## src/hw/rtl/sfid_pkg.sv

```systemverilog
// Package of types, codes and constants for the sector fault injection decider.
package sfid_pkg;

  // Default width of the per-direction sequence counters.
  localparam int COUNT_WIDTH_DEF = 32;

  // Field widths fixed by the interface.
  localparam int SECTOR_W = 64;
  localparam int RANDOM_W = 32;
  localparam int FREQ_W   = 32;
  localparam int MODE_W   = 2;

  // Remainder unit sizing: dividend and divisor widths and the step counter.
  localparam int DVD_W = 64;
  localparam int DIV_W = 32;
  localparam int STEP_W = $clog2(DVD_W);

  // Configuration port.
  localparam int ADDR_W = 5;
  localparam int IDX_W  = 3;
  localparam int DATA_W = 32;

  // Register indexes.
  localparam logic [IDX_W-1:0] REG_READ_ENABLE     = 3'd0;
  localparam logic [IDX_W-1:0] REG_READ_MODE       = 3'd1;
  localparam logic [IDX_W-1:0] REG_READ_FREQUENCY  = 3'd2;
  localparam logic [IDX_W-1:0] REG_WRITE_ENABLE    = 3'd3;
  localparam logic [IDX_W-1:0] REG_WRITE_MODE      = 3'd4;
  localparam logic [IDX_W-1:0] REG_WRITE_FREQUENCY = 3'd5;

  // Decision modes; the fourth code never corrupts.
  localparam logic [MODE_W-1:0] MODE_MODULO     = 2'd0;
  localparam logic [MODE_W-1:0] MODE_RANDOM     = 2'd1;
  localparam logic [MODE_W-1:0] MODE_SEQUENTIAL = 2'd2;
  localparam logic [MODE_W-1:0] MODE_UNUSED     = 2'd3;

  // Sequencer states.
  typedef enum logic [1:0] {
    ST_IDLE,
    ST_RUN,
    ST_HOLD
  } state_t;

  // Input transaction.
  typedef struct packed {
    logic                func;
    logic [SECTOR_W-1:0] sector_number;
    logic [RANDOM_W-1:0] random_word;
  } in_item_t;

  // Result transaction.
  typedef struct packed {
    logic                corrupt;
    logic                was_write;
    logic [SECTOR_W-1:0] sector_out;
  } out_item_t;

  // Status of the remainder unit towards the sequencer.
  typedef struct packed {
    logic busy;
    logic done;
    logic is_zero;
  } rem_status_t;

endpackage

```

## src/hw/rtl/sfid_rem_unit.sv

```systemverilog
// Bit-serial restoring remainder unit: 64-bit dividend by a 32-bit divisor.
module sfid_rem_unit (
  input  logic                      clk,
  input  logic                      rst_n,
  input  logic                      start,
  input  logic [sfid_pkg::DVD_W-1:0] dividend,
  input  logic [sfid_pkg::DIV_W-1:0] divisor,
  output sfid_pkg::rem_status_t     status
);

  logic                        busy_r;
  logic                        done_r;
  logic [sfid_pkg::STEP_W-1:0] step_r;
  logic [sfid_pkg::DVD_W-1:0]  dvd_r;
  logic [sfid_pkg::DIV_W-1:0]  div_r;
  logic [sfid_pkg::DIV_W:0]    rem_r;
  logic [sfid_pkg::DIV_W:0]    rem_sh;
  logic [sfid_pkg::DIV_W:0]    rem_nxt;

  // One quotient bit per cycle: shift in the next dividend bit, subtract if it fits.
  always_comb begin
    rem_sh = {rem_r[sfid_pkg::DIV_W-1:0], dvd_r[sfid_pkg::DVD_W-1]};
    if (rem_sh >= {1'b0, div_r}) begin
      rem_nxt = rem_sh - {1'b0, div_r};
    end else begin
      rem_nxt = rem_sh;
    end
  end

  // Control: step counter, busy flag and completion pulse.
  always_ff @(posedge clk) begin
    if (!rst_n) begin
      busy_r <= 1'b0;
      done_r <= 1'b0;
      step_r <= '0;
    end else begin
      done_r <= 1'b0;
      if (start) begin
        busy_r <= 1'b1;
        step_r <= sfid_pkg::STEP_W'(sfid_pkg::DVD_W - 1);
      end else if (busy_r) begin
        step_r <= step_r - 1'b1;
        if (step_r == '0) begin
          busy_r <= 1'b0;
          done_r <= 1'b1;
        end
      end
    end
  end

  // Datapath: operands and partial remainder.
  always_ff @(posedge clk) begin
    if (start) begin
      dvd_r <= dividend;
      div_r <= divisor;
      rem_r <= '0;
    end else if (busy_r) begin
      dvd_r <= {dvd_r[sfid_pkg::DVD_W-2:0], 1'b0};
      rem_r <= rem_nxt;
    end
  end

  assign status.busy    = busy_r;
  assign status.done    = done_r;
  assign status.is_zero = (rem_r == '0);

endmodule

```

## src/hw/rtl/sector_fault_injection_decider.sv

```systemverilog
// Top level of the sector fault injection decider: registers, counters and sequencer.
//
//  Channel  Direction  Handshake              Payload
//  in_      input      in_valid / in_ready    func, sector_number, random_word
//  out_     output     out_valid / out_ready  corrupt, was_write, sector_out
//  cfg      input      psel, penable, pwrite  paddr, pwdata, prdata, pready
//
// A transaction that needs a remainder runs in the shared remainder unit, which
// resolves one dividend bit per cycle over 64 bits, then waits in the hold state.
// A disabled direction or the unused mode goes from acceptance straight to the hold state.
// The finished result waits in the output register; a stalled output holds the
// sequencer only once the next result is ready. Reset (rst_n, synchronous) clears
// the configuration registers to their documented values and both counters to zero.
module sector_fault_injection_decider #(
  parameter int COUNT_WIDTH = sfid_pkg::COUNT_WIDTH_DEF
) (
  input  logic                        clk,
  input  logic                        rst_n,
  input  logic                        in_valid,
  output logic                        in_ready,
  input  sfid_pkg::in_item_t          in_data,
  output logic                        out_valid,
  input  logic                        out_ready,
  output sfid_pkg::out_item_t         out_data,
  input  logic                        psel,
  input  logic                        penable,
  input  logic                        pwrite,
  input  logic [sfid_pkg::ADDR_W-1:0] paddr,
  input  logic [sfid_pkg::DATA_W-1:0] pwdata,
  output logic [sfid_pkg::DATA_W-1:0] prdata,
  output logic                        pready
);

  // Configuration registers.
  logic                        rd_en_r;
  logic [sfid_pkg::MODE_W-1:0] rd_mode_r;
  logic [sfid_pkg::FREQ_W-1:0] rd_freq_r;
  logic                        wr_en_r;
  logic [sfid_pkg::MODE_W-1:0] wr_mode_r;
  logic [sfid_pkg::FREQ_W-1:0] wr_freq_r;

  // Sequence counters.
  logic [COUNT_WIDTH-1:0] rd_cnt_r, rd_cnt_nxt;
  logic [COUNT_WIDTH-1:0] wr_cnt_r, wr_cnt_nxt;

  // Sequencer and held transaction.
  sfid_pkg::state_t             state_r, state_nxt;
  logic                         func_r;
  logic [sfid_pkg::SECTOR_W-1:0] sector_r;
  logic                         corrupt_r, corrupt_nxt;
  logic                         out_valid_r;
  sfid_pkg::out_item_t          out_data_r;
  logic                         load_out;

  // Selection for the accepted transaction.
  logic                        in_acc;
  logic                        cfg_wr;
  logic [sfid_pkg::IDX_W-1:0]  cfg_idx;
  logic                        sel_en;
  logic [sfid_pkg::MODE_W-1:0] sel_mode;
  logic [sfid_pkg::FREQ_W-1:0] sel_freq;
  logic [COUNT_WIDTH-1:0]      sel_cnt_inc;
  logic                        skip;
  logic [sfid_pkg::DVD_W-1:0]  dividend;
  logic                        rem_start;
  sfid_pkg::rem_status_t       rem_st;

  assign pready  = 1'b1;
  assign cfg_wr  = psel && penable && pwrite;
  assign cfg_idx = paddr[sfid_pkg::ADDR_W-1:2];
  assign in_ready = (state_r == sfid_pkg::ST_IDLE);
  assign in_acc   = in_valid && in_ready;

  // Register read-back.
  always_comb begin
    case (cfg_idx)
      sfid_pkg::REG_READ_ENABLE:     prdata = {{(sfid_pkg::DATA_W-1){1'b0}}, rd_en_r};
      sfid_pkg::REG_READ_MODE:       prdata = {{(sfid_pkg::DATA_W-2){1'b0}}, rd_mode_r};
      sfid_pkg::REG_READ_FREQUENCY:  prdata = rd_freq_r;
      sfid_pkg::REG_WRITE_ENABLE:    prdata = {{(sfid_pkg::DATA_W-1){1'b0}}, wr_en_r};
      sfid_pkg::REG_WRITE_MODE:      prdata = {{(sfid_pkg::DATA_W-2){1'b0}}, wr_mode_r};
      sfid_pkg::REG_WRITE_FREQUENCY: prdata = wr_freq_r;
      default:                       prdata = '0;
    endcase
  end

  // Configuration writes; a zero frequency is ignored.
  always_ff @(posedge clk) begin
    if (!rst_n) begin
      rd_en_r   <= 1'b0;
      rd_mode_r <= sfid_pkg::MODE_RANDOM;
      rd_freq_r <= sfid_pkg::FREQ_W'(1);
      wr_en_r   <= 1'b0;
      wr_mode_r <= sfid_pkg::MODE_RANDOM;
      wr_freq_r <= sfid_pkg::FREQ_W'(1);
    end else if (cfg_wr) begin
      case (cfg_idx)
        sfid_pkg::REG_READ_ENABLE:  rd_en_r   <= pwdata[0];
        sfid_pkg::REG_READ_MODE:    rd_mode_r <= pwdata[sfid_pkg::MODE_W-1:0];
        sfid_pkg::REG_READ_FREQUENCY: begin
          if (pwdata != '0) rd_freq_r <= pwdata;
        end
        sfid_pkg::REG_WRITE_ENABLE: wr_en_r   <= pwdata[0];
        sfid_pkg::REG_WRITE_MODE:   wr_mode_r <= pwdata[sfid_pkg::MODE_W-1:0];
        sfid_pkg::REG_WRITE_FREQUENCY: begin
          if (pwdata != '0) wr_freq_r <= pwdata;
        end
        default: ;
      endcase
    end
  end

  // Pick the settings of the transaction's direction.
  always_comb begin
    if (in_data.func) begin
      sel_en      = wr_en_r;
      sel_mode    = wr_mode_r;
      sel_freq    = wr_freq_r;
      sel_cnt_inc = wr_cnt_r + 1'b1;
    end else begin
      sel_en      = rd_en_r;
      sel_mode    = rd_mode_r;
      sel_freq    = rd_freq_r;
      sel_cnt_inc = rd_cnt_r + 1'b1;
    end
    skip = !sel_en || (sel_mode == sfid_pkg::MODE_UNUSED);
    case (sel_mode)
      sfid_pkg::MODE_MODULO:     dividend = in_data.sector_number;
      sfid_pkg::MODE_RANDOM:     dividend = sfid_pkg::DVD_W'(in_data.random_word);
      sfid_pkg::MODE_SEQUENTIAL: dividend = sfid_pkg::DVD_W'(sel_cnt_inc);
      default:                   dividend = '0;
    endcase
  end

  assign rem_start = in_acc && !skip;

  // Counters: cleared by the documented writes, stepped by a sequential decision.
  always_comb begin
    rd_cnt_nxt = rd_cnt_r;
    wr_cnt_nxt = wr_cnt_r;
    if (cfg_wr) begin
      case (cfg_idx)
        sfid_pkg::REG_READ_ENABLE: begin
          if (pwdata[0]) rd_cnt_nxt = '0;
        end
        sfid_pkg::REG_READ_MODE: begin
          if (pwdata[sfid_pkg::MODE_W-1:0] == sfid_pkg::MODE_SEQUENTIAL) rd_cnt_nxt = '0;
        end
        sfid_pkg::REG_READ_FREQUENCY: begin
          if (pwdata != '0) rd_cnt_nxt = '0;
        end
        sfid_pkg::REG_WRITE_ENABLE: begin
          if (pwdata[0]) wr_cnt_nxt = '0;
        end
        sfid_pkg::REG_WRITE_MODE: begin
          if (pwdata[sfid_pkg::MODE_W-1:0] == sfid_pkg::MODE_SEQUENTIAL) wr_cnt_nxt = '0;
        end
        sfid_pkg::REG_WRITE_FREQUENCY: begin
          if (pwdata != '0) wr_cnt_nxt = '0;
        end
        default: ;
      endcase
    end
    if (rem_start && (sel_mode == sfid_pkg::MODE_SEQUENTIAL)) begin
      if (in_data.func) begin
        wr_cnt_nxt = sel_cnt_inc;
      end else begin
        rd_cnt_nxt = sel_cnt_inc;
      end
    end
  end

  always_ff @(posedge clk) begin
    if (!rst_n) begin
      rd_cnt_r <= '0;
      wr_cnt_r <= '0;
    end else begin
      rd_cnt_r <= rd_cnt_nxt;
      wr_cnt_r <= wr_cnt_nxt;
    end
  end

  // Shared remainder unit.
  sfid_rem_unit u_rem (
    .clk      (clk),
    .rst_n    (rst_n),
    .start    (rem_start),
    .dividend (dividend),
    .divisor  (sel_freq),
    .status   (rem_st)
  );

  // Sequencer: next state and result capture.
  always_comb begin
    state_nxt   = state_r;
    corrupt_nxt = corrupt_r;
    load_out    = 1'b0;
    case (state_r)
      sfid_pkg::ST_IDLE: begin
        if (in_acc) begin
          if (skip) begin
            corrupt_nxt = 1'b0;
            state_nxt   = sfid_pkg::ST_HOLD;
          end else begin
            state_nxt = sfid_pkg::ST_RUN;
          end
        end
      end
      sfid_pkg::ST_RUN: begin
        if (rem_st.done) begin
          corrupt_nxt = rem_st.is_zero;
          state_nxt   = sfid_pkg::ST_HOLD;
        end
      end
      sfid_pkg::ST_HOLD: begin
        if (!out_valid_r || out_ready) begin
          load_out  = 1'b1;
          state_nxt = sfid_pkg::ST_IDLE;
        end
      end
      default: state_nxt = sfid_pkg::ST_IDLE;
    endcase
  end

  always_ff @(posedge clk) begin
    if (!rst_n) begin
      state_r <= sfid_pkg::ST_IDLE;
    end else begin
      state_r <= state_nxt;
    end
  end

  // Held transaction fields.
  always_ff @(posedge clk) begin
    corrupt_r <= corrupt_nxt;
    if (in_acc) begin
      func_r   <= in_data.func;
      sector_r <= in_data.sector_number;
    end
  end

  // Output register.
  always_ff @(posedge clk) begin
    if (!rst_n) begin
      out_valid_r <= 1'b0;
    end else if (load_out) begin
      out_valid_r <= 1'b1;
    end else if (out_ready) begin
      out_valid_r <= 1'b0;
    end
  end

  always_ff @(posedge clk) begin
    if (load_out) begin
      out_data_r.corrupt    <= corrupt_r;
      out_data_r.was_write  <= func_r;
      out_data_r.sector_out <= sector_r;
    end
  end

  assign out_valid = out_valid_r;
  assign out_data  = out_data_r;

endmodule

```

## config.mk

```make
export PLATFORM = sky130hd
export DESIGN_NAME = sector_fault_injection_decider
export DESIGN_NICKNAME = d
export VERILOG_FILES = /design/src/hw/rtl/sfid_pkg.sv /design/src/hw/rtl/sfid_rem_unit.sv /design/src/hw/rtl/sector_fault_injection_decider.sv
export SDC_FILE = /design/constraint.sdc
export NUM_CORES = 1
export LEC_CHECK = 0
export BUFFER_PORTS_ARGS = -buffer_cell sky130_fd_sc_hd__buf_2
export CORE_UTILIZATION = 63
export CTS_CLUSTER_SIZE = 14
export DETAILED_ROUTE_END_ITERATION = 7
export GPL_ROUTABILITY_DRIVEN = 0
export PLACE_DENSITY = 0.86
export SLEW_MARGIN = 25
export SYNTH_ARGS = -nofsm -noshare
export SYNTH_HDL_FRONTEND = slang
export SYNTH_SLANG_ARGS = --single-unit
```

## constraint.sdc

```tcl
create_clock -name clk -period 5.8 [get_ports clk]
set_input_delay 0.29 -clock clk [delete_from_list [all_inputs] [get_ports clk]]
set_output_delay 0.29 -clock clk [all_outputs]
set_load 0.05 [all_outputs]
```

### After elaboration in Yosys (flattened, before gate mapping)

Index checks and enable logic that the tools add are counted.

| word-level totals | value |
|---|---|
| word-level logic and storage cells | 114 |
| bits of input ports | 141 |
| flip-flop bits (word level) | 406 |

| operators by class | value |
|---|---|
| reductions and logical operators | 28 |
| add/subtract/negate cells | 4 |
| $lt $le $gt $ge | 1 |
| bitwise operators | 2 |
| muxes and demuxes | 42 |
| equal/unequal tests | 15 |

Operator list:

| cell | count |
|---|---|
| 32-bit two-way mux | 14 |
| 32-bit case mux with 3 select lines | 2 |
| 32-bit case mux with 6 select lines | 1 |
| 64-bit case mux with 3 select lines | 1 |
| 64-bit two-way mux | 2 |
| 32-bit by 1-bit adder with 32-bit output, second input constant | 2 |
| 33-bit by 32-bit >= comparator with 1-bit output | 1 |
| 33-bit logical NOT | 1 |
| 33-bit two-way mux | 1 |
| 33-bit by 32-bit subtractor with 33-bit output | 1 |
| 32-bit nonzero test | 1 |
| 1-bit two-way mux | 12 |
| 6-bit two-way mux | 2 |
| 2-bit two-way mux | 5 |
| 3-bit AND reduction | 3 |
| 2-bit equality test, second input constant | 4 |
| 2-bit AND reduction | 4 |
| 3-bit by 2-bit equality test with 1-bit output, second input constant | 2 |
| 3-bit equality test, second input constant | 2 |
| 6-bit logical NOT | 1 |
| 2-bit by 1-bit inequality test with 1-bit output, second input constant | 3 |
| 2-bit case mux with 3 select lines | 1 |
| 2-bit nonzero test | 3 |
| 6-bit by 1-bit subtractor with 6-bit output, second input constant | 1 |
| 12 further kinds | 22 |

### Logic depth before layout (Yosys ltp)

Gate-level depths: netlist of the first run.

| depth | value |
|---|---|
| word-level depth | 7 |
| mapped depth | 17 |

### Hierarchy

Synthesis of the first run repeated with hierarchy kept, for this count alone.

| second synthesis, totals | value |
|---|---|
| cell total of the unflattened synthesis | 1643 |
| area, all modules | 19109.6 um^2 |

Modules (own cells, without submodules):

| module | area an instance (um^2) | instances | cells an instance |
|---|---|---|---|
| sector_fault_injection_decider | 11717.5 | 1 | 972 |
| sfid_rem_unit | 7392.1 | 1 | 671 |

### Worst setup path after synthesis of the first run

Ideal clock, no wire load.

| path | value |
|---|---|
| path kind | register -> register |
| start point | reg out_valid_r, in the netlist out_valid |
| end point | reg out_data_r, in the netlist out_data[0], enable pin |
| stages on the path, launching flop included | 3 |
| path buffers | 0 |
| setup time | 0.498 ns |
| arrival time | 3.583 ns |
| slack | 1.719 ns |
| period minus slack after synthesis | 4.081 ns |
| cell sequence | dfxtp_1 -> nand2b_1 -> nor2b_1 |

| between the ends | value |
|---|---|
| word-level cells in the longest chain between the ends | 4 |

Ends and longest elaborated chain:

| item | RTL line | text |
|---|---|---|
| start: declaration | sector_fault_injection_decider.sv:51 | `logic out_valid_r;` |
| start signal: assignment | sector_fault_injection_decider.sv:245 | `out_valid_r <= 1'b0;` |
| start signal: assignment | sector_fault_injection_decider.sv:247 | `out_valid_r <= 1'b1;` |
| start signal: assignment | sector_fault_injection_decider.sv:249 | `out_valid_r <= 1'b0;` |
| 1-bit logical NOT | sector_fault_injection_decider.sv:216 | `if (!out_valid_r \|\| out_ready) begin` |
| 1-bit logical OR | sector_fault_injection_decider.sv:216 |  |
| 1-bit two-way mux | sector_fault_injection_decider.sv:216 |  |
| 1-bit two-way mux | sector_fault_injection_decider.sv:198 | `case (state_r)` |
| net load_out | sector_fault_injection_decider.sv:53 | `logic load_out;` |
| end: declaration | sector_fault_injection_decider.sv:52 | `sfid_pkg::out_item_t out_data_r;` |

The timed path passes the listed nets, and every way through them passes these cells.
A chain may end at the register's enable or synchronous reset.

### Worst setup path in the final report of the first run

| path | value |
|---|---|
| start point | reg rd_mode_r[0] (netlist bit) |
| end point | reg rd_cnt_r[22] |

| between the ends | value |
|---|---|
| word-level cells in the longest chain between the ends | 7 |
| elaborated cells between the ends (all ways) | 8 |
| those cells by class | 2 x eq/ne; 2 x mux; 4 x reduce/logical |

Ends and longest elaborated chain:

| item | RTL line | text |
|---|---|---|
| start: declaration | sector_fault_injection_decider.sv:36 | `logic [sfid_pkg::MODE_W-1:0] rd_mode_r;` |
| start signal: assignment | sector_fault_injection_decider.sv:91 | `rd_mode_r <= sfid_pkg::MODE_RANDOM;` |
| start signal: assignment | sector_fault_injection_decider.sv:99 | `sfid_pkg::REG_READ_MODE: rd_mode_r <= pwdata[sfid_pkg::MODE_W-1:0];` |
| 2-bit two-way mux (*) | sector_fault_injection_decider.sv:115 | `if (in_data.func) begin` |
| 2-bit equality test | sector_fault_injection_decider.sv:126 | `skip = !sel_en \|\| (sel_mode == sfid_pkg::MODE_UNUSED);` |
| 1-bit logical OR | sector_fault_injection_decider.sv:126 |  |
| 1-bit logical NOT | sector_fault_injection_decider.sv:135 | `assign rem_start = in_acc && !skip;` |
| 1-bit logical AND | sector_fault_injection_decider.sv:135 |  |
| 1-bit logical AND (*) | sector_fault_injection_decider.sv:164 | `if (rem_start && (sel_mode == sfid_pkg::MODE_SEQUENTIAL)) begin` |
| 32-bit two-way mux (*) | sector_fault_injection_decider.sv:164 |  |
| end signal: assignment | sector_fault_injection_decider.sv:178 | `rd_cnt_r <= rd_cnt_nxt;` |
| end: declaration | sector_fault_injection_decider.sv:43 | `logic [COUNT_WIDTH-1:0] rd_cnt_r, rd_cnt_nxt;` |

Every way passes the cells marked *; elsewhere a longest branch is shown, timed or not.

==> impl_metrics.csv, run 1 <==
group,metric,value,unit
outcome,run_status,"finished clean",
yosys,synthesis.area,0.0196,sq mm
power,ir_worst_vdd,0.274,mV
timing,holdWs,26.7,ps
timing,rsz0062_at_grt,"false",
timing,setup_violations,0,
timing,fin_setup_tns,0,ps
detailed_routing,drc,0,
yosys,seq_area_frac_synth,53.2,%
floorplanning,initial_core_util,63.9,%
setup_path,worstPathArrival,4470,ps
power,netSwitchingPower,0.00195,W
setup_path,cp_common_cell,"buf_4",
placed_design,dpl.hpwl,33100,microns
floorplanning,dieArea,0.0318,sq mm
timing,timing.fmax,250,MHz
grt,grt_start_max_net_pins,96,
timing,finClkSkew,21.8,ps
timing,slew_violations,0,
floorplanning,die_w,178,microns
power,power,0.00694,W
power,power.leakage,9.28,nW
grt,antenna_found_initial,1,
run,cap_violations,0,
detailed_routing,first_iter_violations,1815,
final_layout,fillerInstances,1994,
detailed_routing,route.antenna.remaining_nets,0,
floorplanning,boundaryPins,242,
detailed_routing,routedWlPerCell,20.6,microns
setup_path,critPathBufInv,2,
yosys,synth_fp_nets,2054,
setup_path,crit_fanout,48,
yosys,ys_types,79,
yosys,syn_inst,1877,
final_layout,syn2layout_area_growth,17.3,%
grt,track_usage,32.8,%
floorplanning,core,0.0306,sq mm
yosys,yosys_warnings,0,
clocking,cts_sinks,406,
clocking,cts_root_buf,"clkbuf_16",
power,cellPowerDensity,303,mW/mm^2
final_layout,fin_cells,2555,
timing,tightest_slew,1040,ps
yosys,netlist.area_leader.share,35.0,%
yosys,async_flop_share,0,%
detailed_routing,drt-total-wl,52700,microns
final_layout,nets,2303,
timing,period_share,69.1,%
clocking,h-tree-depth,2,
setup_path,crit_chain,"mux2_2, a2111oi_4, nand2_4, buf_4, or3_1, buf_4, a21boi_4, o21ai_0, a21boi_0",
clocking,cts_setup_buffers,0,
timing,slew_headroom,30.6,%
setup_path,crit_family,"compound AO/OA/AOI/OAI gates",
power,seqPwrFrac,45.8,%
setup_path,startpoint_type,"register",
timing,finalCriticalPeriod,4010,ps
yosys,synth_area_per_cell,10.4,sq um
yosys,ys_ff_latch,406,
floorplanning,fp-row-count,64,
yosys,synth_ff_type,"edfxtp_1",
placed_design,numPortBuffers,238,
final_layout,drive_gt1_share,18.0,%
power,p_comb_share,16.5,%
floorplanning,die_h,178,microns
yosys,synth_edf_count,228,
setup_path,critPathKind,"reg -> reg",
detailed_routing,via_per_inst,6.30,
setup_path,cp_slowest_cell,"a21boi_4",
clocking,cts_tree,"yes",
hold_path,min_path_type,"in -> reg",
setup_path,crit_required,6260,ps
setup_path,critPathCaptureType,"register",
grt,grt_overflow,0,
setup_path,max_stage_delay,850,ps
detailed_routing,num_vias,16100,
placed_design,dpl.cell_count,2415,
clocking,clk_path_buf_depth,3,
grt,grt_pass1_vias,15200,
yosys,synth_area_leaders,"edfxtp_1 35%, dfxtp_1 18%, mux2i_1 5.5%, nand2_1 4.5%, nor2b_1 3.6%",
clocking,cts.clk_slew.worst_paths,60,ps
clocking,numCtsBuffers,41,
detailed_routing,dr.pass1.iters,8,
yosys,synth_area_leader_cell,"edfxtp_1",
grt,grt_pass1_wl,81700,microns
power,internal-power,0.00499,W
power,swShare,28.1,%
timing,hold_viol_final,0,
power,clock_power_share,37.6,%
clocking,clk_latency,570,ps
-- logic make-up (layout without fill, tap and decap cells) --
group,after synthesis,count (layout),synth area share [%]
and+or+nand+nor,621,621,16.0
AOI/OAI and AO/OA,436,436,14.2
DFF,406,406,53.2
buffers and inverters,166,447,3.48
muxes,152,152,8.08
xor gates and xnor gates,59,59,2.64
adders and majority gates,36,36,2.34
other,1,2,0.0192
-- worst paths after layout --
kind / depth (start not counted) / end / slack, ps / startpoint
max: 9 / rd_cnt_r[22] / 1790 / rd_mode_r[0]
min: 3 / wr_freq_r[26] / 30 / pwdata[26]
max reg2reg: 9 / rd_cnt_r[22] / 1790 / rd_mode_r[0]
min reg2reg: 0 / out_data[10] / 410 / sector_r[10]
-- synth_stat cells, types with 4 or more instances --
library cell  count
a211oi_1          7
a21boi_0         14
a21o_1           23
a21oi_1         129
a22o_1           30
a22oi_1          32
a31oi_1          25
and2_1           16
and3_1            9
buf_1             9
buf_2            25
clkbuf_1         79
dfxtp_1         178
edfxtp_1        228
ha_1             35
inv_1            47
mux2_2           43
mux2i_1         108
nand2_1         237
nand2b_1          8
nand3_1          80
nand3b_1         19
nand4_1          15
nor2_1           45
nor2b_1         112
nor3_1           30
nor3b_1           6
nor4_1           25
o211ai_1          4
o21a_1            8
o21ai_0         104
o21ai_1           9
o21bai_1          8
o31ai_1           7
or3_1             5
xnor2_1          31
xor2_1           28
-- final cells by class --
type                            count  area, sq um  share of cell area (%)
Timing Repair Buffer              323         1990                    8.68
Tap cell                          396          495                    2.16
Antenna cell                        1         2.50                  0.0109
Sequential cell                   406        10400                    45.4
Inverter                           49          184                   0.802
Clock buffer                       50         1090                    4.75
Multi-Input combinational cell   1305         8530                    37.2
Clock inverter                     25          231                    1.01
-- metrics by stage --
| step | util [%] | instance area (sq um) | setup WS, ps |
|---|---|---|---|
| floorplan | - | 19600 | 1720 |
| global placement | 68.5 | 21000 | 1640 |
| detailed placement | 68.5 | 21000 | 1560 |
| CTS | 74.9 | 22900 | 1920 |
| global route | 75.0 | 22900 | 1570 |
| finish | 75.0 | 22900 | 1790 |
-- power by group through the flow --
stage / Clock, W / Sequential [W] / Combinational [W]
2_1_floorplan: 0 / 0.00333 / 0.000692
5_1_grt: 0.00273 / 0.00319 / 0.00123
3_3_place_gp: 0 / 0.00323 / 0.00104
3_5_place_dp: 0 / 0.00324 / 0.00106
4_1_cts: 0.00260 / 0.00318 / 0.00111
6_report: 0.00261 / 0.00318 / 0.00115
-- layer usage --
metal / GRT usage, % / wire [microns] / vias to the layer above
met1: 45.0 / 21400 / 7711
met4: 10.7 / 1680 / 0
li1: - / - / 7334
met5: 0 / 0 / -
met3: 4.75 / 4690 / 138
met2: 53.6 / 25000 / 905
-- registers in the layout, indices dropped and copies added, names as in the netlist --
register and cells:
corrupt_r 1, func_r 1, out_data 66, out_valid 1, rd_cnt_r 32, rd_en_r 1
rd_freq_r 32, rd_mode_r 2, sector_r 64, state_r 2, u_rem.busy_r 1, u_rem.div_r 32
u_rem.done_r 1, u_rem.dvd_r 64, u_rem.rem_r 33, u_rem.step_r 6, wr_cnt_r 32, wr_en_r 1
wr_freq_r 32, wr_mode_r 2
-- cells in the final DEF, fill, tap and decap left out, types with 28 or more instances in the layout --
cell type      instances
xor2_1                28
xnor2_1               31
a22oi_1               32
nor3_1                30
nand2_1              234
clkbuf_16             41
nor2b_1              111
ha_1                  35
dlygate4sd3_1         64
nand3_1               80
a21oi_1              129
inv_1                 47
a22o_1                30
mux2i_1              107
o21ai_0              104
mux2_2                43
edfxtp_1             228
nor2_1                44
dfxtp_1              178
buf_2                237
-- worst register-to-register path: stages, from the launching register on --
cell and delay [ps]:
dfxtp_1 440, mux2_2 610, a2111oi_4 190, nand2_4 320, buf_4 500, or3_1 240
buf_4 240, a21boi_4 860, o21ai_0 280, a21boi_0 250
-- what timing repair did --
action / CTS / global route
endpoints found under the hold margin: 64 / 0
gates resized for setup: 0 / 0
hold buffers: 64 / 0
Power figures use the tool's default switching activity.
==> inputs of run 2 (changes only) <==
--- a/config.mk
+++ b/config.mk
@@ -5,12 +5,13 @@
 export SDC_FILE = /design/constraint.sdc
 export NUM_CORES = 1
 export LEC_CHECK = 0
+export ABC_AREA = 1
 export BUFFER_PORTS_ARGS = -buffer_cell sky130_fd_sc_hd__buf_2
-export CORE_UTILIZATION = 63
+export CORE_UTILIZATION = 59
 export CTS_CLUSTER_SIZE = 14
 export DETAILED_ROUTE_END_ITERATION = 7
 export GPL_ROUTABILITY_DRIVEN = 0
-export PLACE_DENSITY = 0.86
+export PLACE_DENSITY = 0.81
 export SLEW_MARGIN = 25
 export SYNTH_ARGS = -nofsm -noshare
 export SYNTH_HDL_FRONTEND = slang
==> constraint.sdc (replaced) <==
create_clock -name clk -period 4.1 [get_ports clk]
set_input_delay 0.205 -clock clk [delete_from_list [all_inputs] [get_ports clk]]
set_output_delay 0.205 -clock clk [all_outputs]
set_load 0.05 [all_outputs]
==> run 2 against run 1 <==
  * Utilization shrank 3.5 points
  * Routed wire length grew 8.9%
  * Flip-flop and latch count is the same
  * Via count grew 17%
  * Total power grew 34%
  * Synthesized area grew 4.7%
  * Final area grew 5.5%
  * Fmax grew 50%
  * Worst hold slack gained 1.5 ps
  * Largest cell class unchanged
  * Largest power group unchanged
==> impl_metrics.csv, run 2 <==
group,metric,value,unit
setup_path,crit_fanout,17,
clocking,cts_root_buf,"clkbuf_16",
timing,tightest_slew,946,ps
detailed_routing,routedWlPerCell,17.2,microns
yosys,seq_area_frac_synth,50.8,%
timing,rsz0062_at_grt,"false",
final_layout,final_common_cell,"nand2_1",
grt,grt_start_max_net_pins,94,
yosys,syn_inst,2564,
floorplanning,dieArea,0.0355,sq mm
setup_path,startpoint_type,"register",
power,power.leakage,10.4,nW
clocking,cts_setup_buffers,0,
setup_path,crit_required,4520,ps
yosys,synth_ff_type,"edfxtp_1",
yosys,ys_types,54,
yosys,netlist.area_leader.share,33.4,%
detailed_routing,num_vias,18900,
timing,hold_viol_final,0,
yosys,synth_fp_nets,2741,
timing,fin_setup_tns,0,ps
timing,slew_headroom,36.9,%
power,cellPowerDensity,385,mW/mm^2
clocking,cts_sinks,406,
floorplanning,die_h,188,microns
grt,track_usage,31.5,%
floorplanning,initial_core_util,60.5,%
floorplanning,die_w,188,microns
placed_design,dpl.hpwl,37100,microns
hold_path,min_path_type,"in -> reg",
yosys,synth_edf_count,228,
clocking,clk_latency,570,ps
yosys,synth_area_per_cell,7.99,sq um
floorplanning,boundaryPins,242,
power,ir_worst_vdd,0.299,mV
final_layout,syn2layout_area_growth,18.2,%
setup_path,worstPathArrival,3090,ps
setup_path,r2r-end,"wr_cnt_r[31]",
clocking,cts_tree,"yes",
placed_design,numPortBuffers,238,
timing,finClkSkew,19.8,ps
detailed_routing,dr.pass1.iters,5,
timing,finalCriticalPeriod,2670,ps
setup_path,rrSetupSlack,1430,ps
yosys,yosysMostFrequentCell,"nand2_1",
timing,period_share,65.2,%
yosys,yosys_warnings,0,
setup_path,rr_worst_depth,9,
final_layout,fin_cells,3344,
final_layout,drive_gt1_share,13.5,%
grt,grt_pass1_wl,89600,microns
grt,grt_overflow,0,
clocking,cts_hold_buf,95,
timing,timing.fmax,374,MHz
yosys,ys_ff_latch,406,
grt,grt_pass1_vias,17500,
detailed_routing,first_iter_violations,2238,
setup_path,critPathCaptureType,"register",
grt,antenna_found_initial,10,
clocking,clk_path_buf_depth,3,
yosys,synthTopCellsByCount,"777 x nand2_1, 327 x inv_1, 228 x edfxtp_1, 218 x nand3_1, 178 x dfxtp_1",
detailed_routing,route.antenna.remaining_nets,0,
setup_path,reg2reg_from,"rd_mode_r[1]",
setup_path,startpoint,"rd_mode_r[1]",
final_layout,largest_register_ffs,66,
yosys,synthesis.area,0.0205,sq mm
setup_path,critical_path.endpoint,"wr_cnt_r[31]",
clocking,h-tree-depth,2,
timing,slew_violations,0,
yosys,async_flop_share,0,%
detailed_routing,drc,0,
timing,setup_violations,0,
clocking,cts.clk_slew.worst_paths,60,ps
detailed_routing,via_per_inst,5.65,
run,cap_violations,0,
final_layout,fillerInstances,2491,
setup_path,critPathKind,"reg -> reg",
yosys,synth_area_leader_cell,"edfxtp_1",
detailed_routing,drt-total-wl,57400,microns
final_layout,final_cell_mix,"776 x nand2_1, 325 x inv_1, 238 x buf_2, 228 x edfxtp_1, 218 x nand3_1",
final_layout,nets,3031,
floorplanning,core,0.0339,sq mm
outcome,run_status,"finished clean",
clocking,numCtsBuffers,41,
placed_design,dpl.cell_count,3164,
yosys,synth_area_leaders,"edfxtp_1 33%, dfxtp_1 17%, nand2_1 14%, inv_1 6.0%, nand3_1 5.3%",
clocking,post_cts_resized,0,
floorplanning,fp-row-count,67,
run 2: changes by cell type after synthesis, moves of 22 or more:
cell     before  now
a21o_1       23    0
a21oi_1     129  160
a22oi_1      32    1
a31oi_1      25    3
inv_1        47  327
mux2_2       43    0
mux2i_1     108    0
nand2_1     237  777
nand3_1      80  218
nor2_1       45  150
nor2b_1     112    0
o21ai_0     104  146
o22ai_1       2   31
xor2_1       28    5
run 2: cell type report:
| type | instances | area (sq um) | area share (%) |
|---|---|---|---|
| timing repair buffer | 357 | 2320 | 9.60 |
| sequential | 406 | 10400 | 43.0 |
| inverter | 336 | 1270 | 5.24 |
| clock inverter | 21 | 258 | 1.07 |
| antenna | 11 | 27.5 | 0.114 |
| multi-input combinational | 1712 | 8270 | 34.2 |
| tap | 448 | 561 | 2.32 |
| clock buffer | 53 | 1080 | 4.47 |
run 2: logic make-up after synthesis:
family,share of synthesized area [%]
compound gates,11.1
flops,50.8
simple gates,25.7
xor+xnor,1.18
other cells,0.0183
buf+inv,8.91
fa+ha+maj,2.24
run 2: report_power, final:
group,leakage [nW],internal [W],switching (W)
clock network,0.654,0.00214,0.00164
registers,3.57,0.00453,0.0000680
logic,6.20,0.000278,0.000665
run 2: worst min path at each step:
stage	from	end	depth (start not counted)
after detailed placement	in_data[61]	sector_r[29]	1
final	pwdata[9]	wr_freq_r[9]	3
after floorplan	in_data[96]	func_r	0
after global placement	in_data[61]	sector_r[29]	1
after global routing	pwdata[9]	wr_freq_r[9]	3
after CTS	pwdata[9]	wr_freq_r[9]	3
run 2: metrics by stage:
stage	setup WS [ps]	hold WS [ps]	util [%]	total power (W)	instance area [sq um]
after detailed placement	1350	399	64.6	0.00552	21900
after CTS	1510	10.7	71.4	0.00930	24200
after floorplan	335	304	-	0.00525	20500
final	1430	28.2	71.5	0.00932	24200
after global placement	1410	398	64.6	0.00549	21900
after global routing	1260	29.8	71.4	0.00958	24200
run 2: critical path: stages, from the launching register on:
cell	delay, ps
dfxtp_1	340
o21ai_1	290
o21bai_1	180
nor2_4	180
nand3_4	150
inv_2	300
nand2_1	490
buf_4	390
nand3_1	120
a21oi_1	70
run 2: metal layers:
metal	global-route usage, %	vias to the layer above	wire [microns]
met3	5.62	137	5900
met4	10.9	2	1940
met1	43.1	8760	23400
met5	0	-	13
li1	-	8962	-
met2	50.4	1038	26100
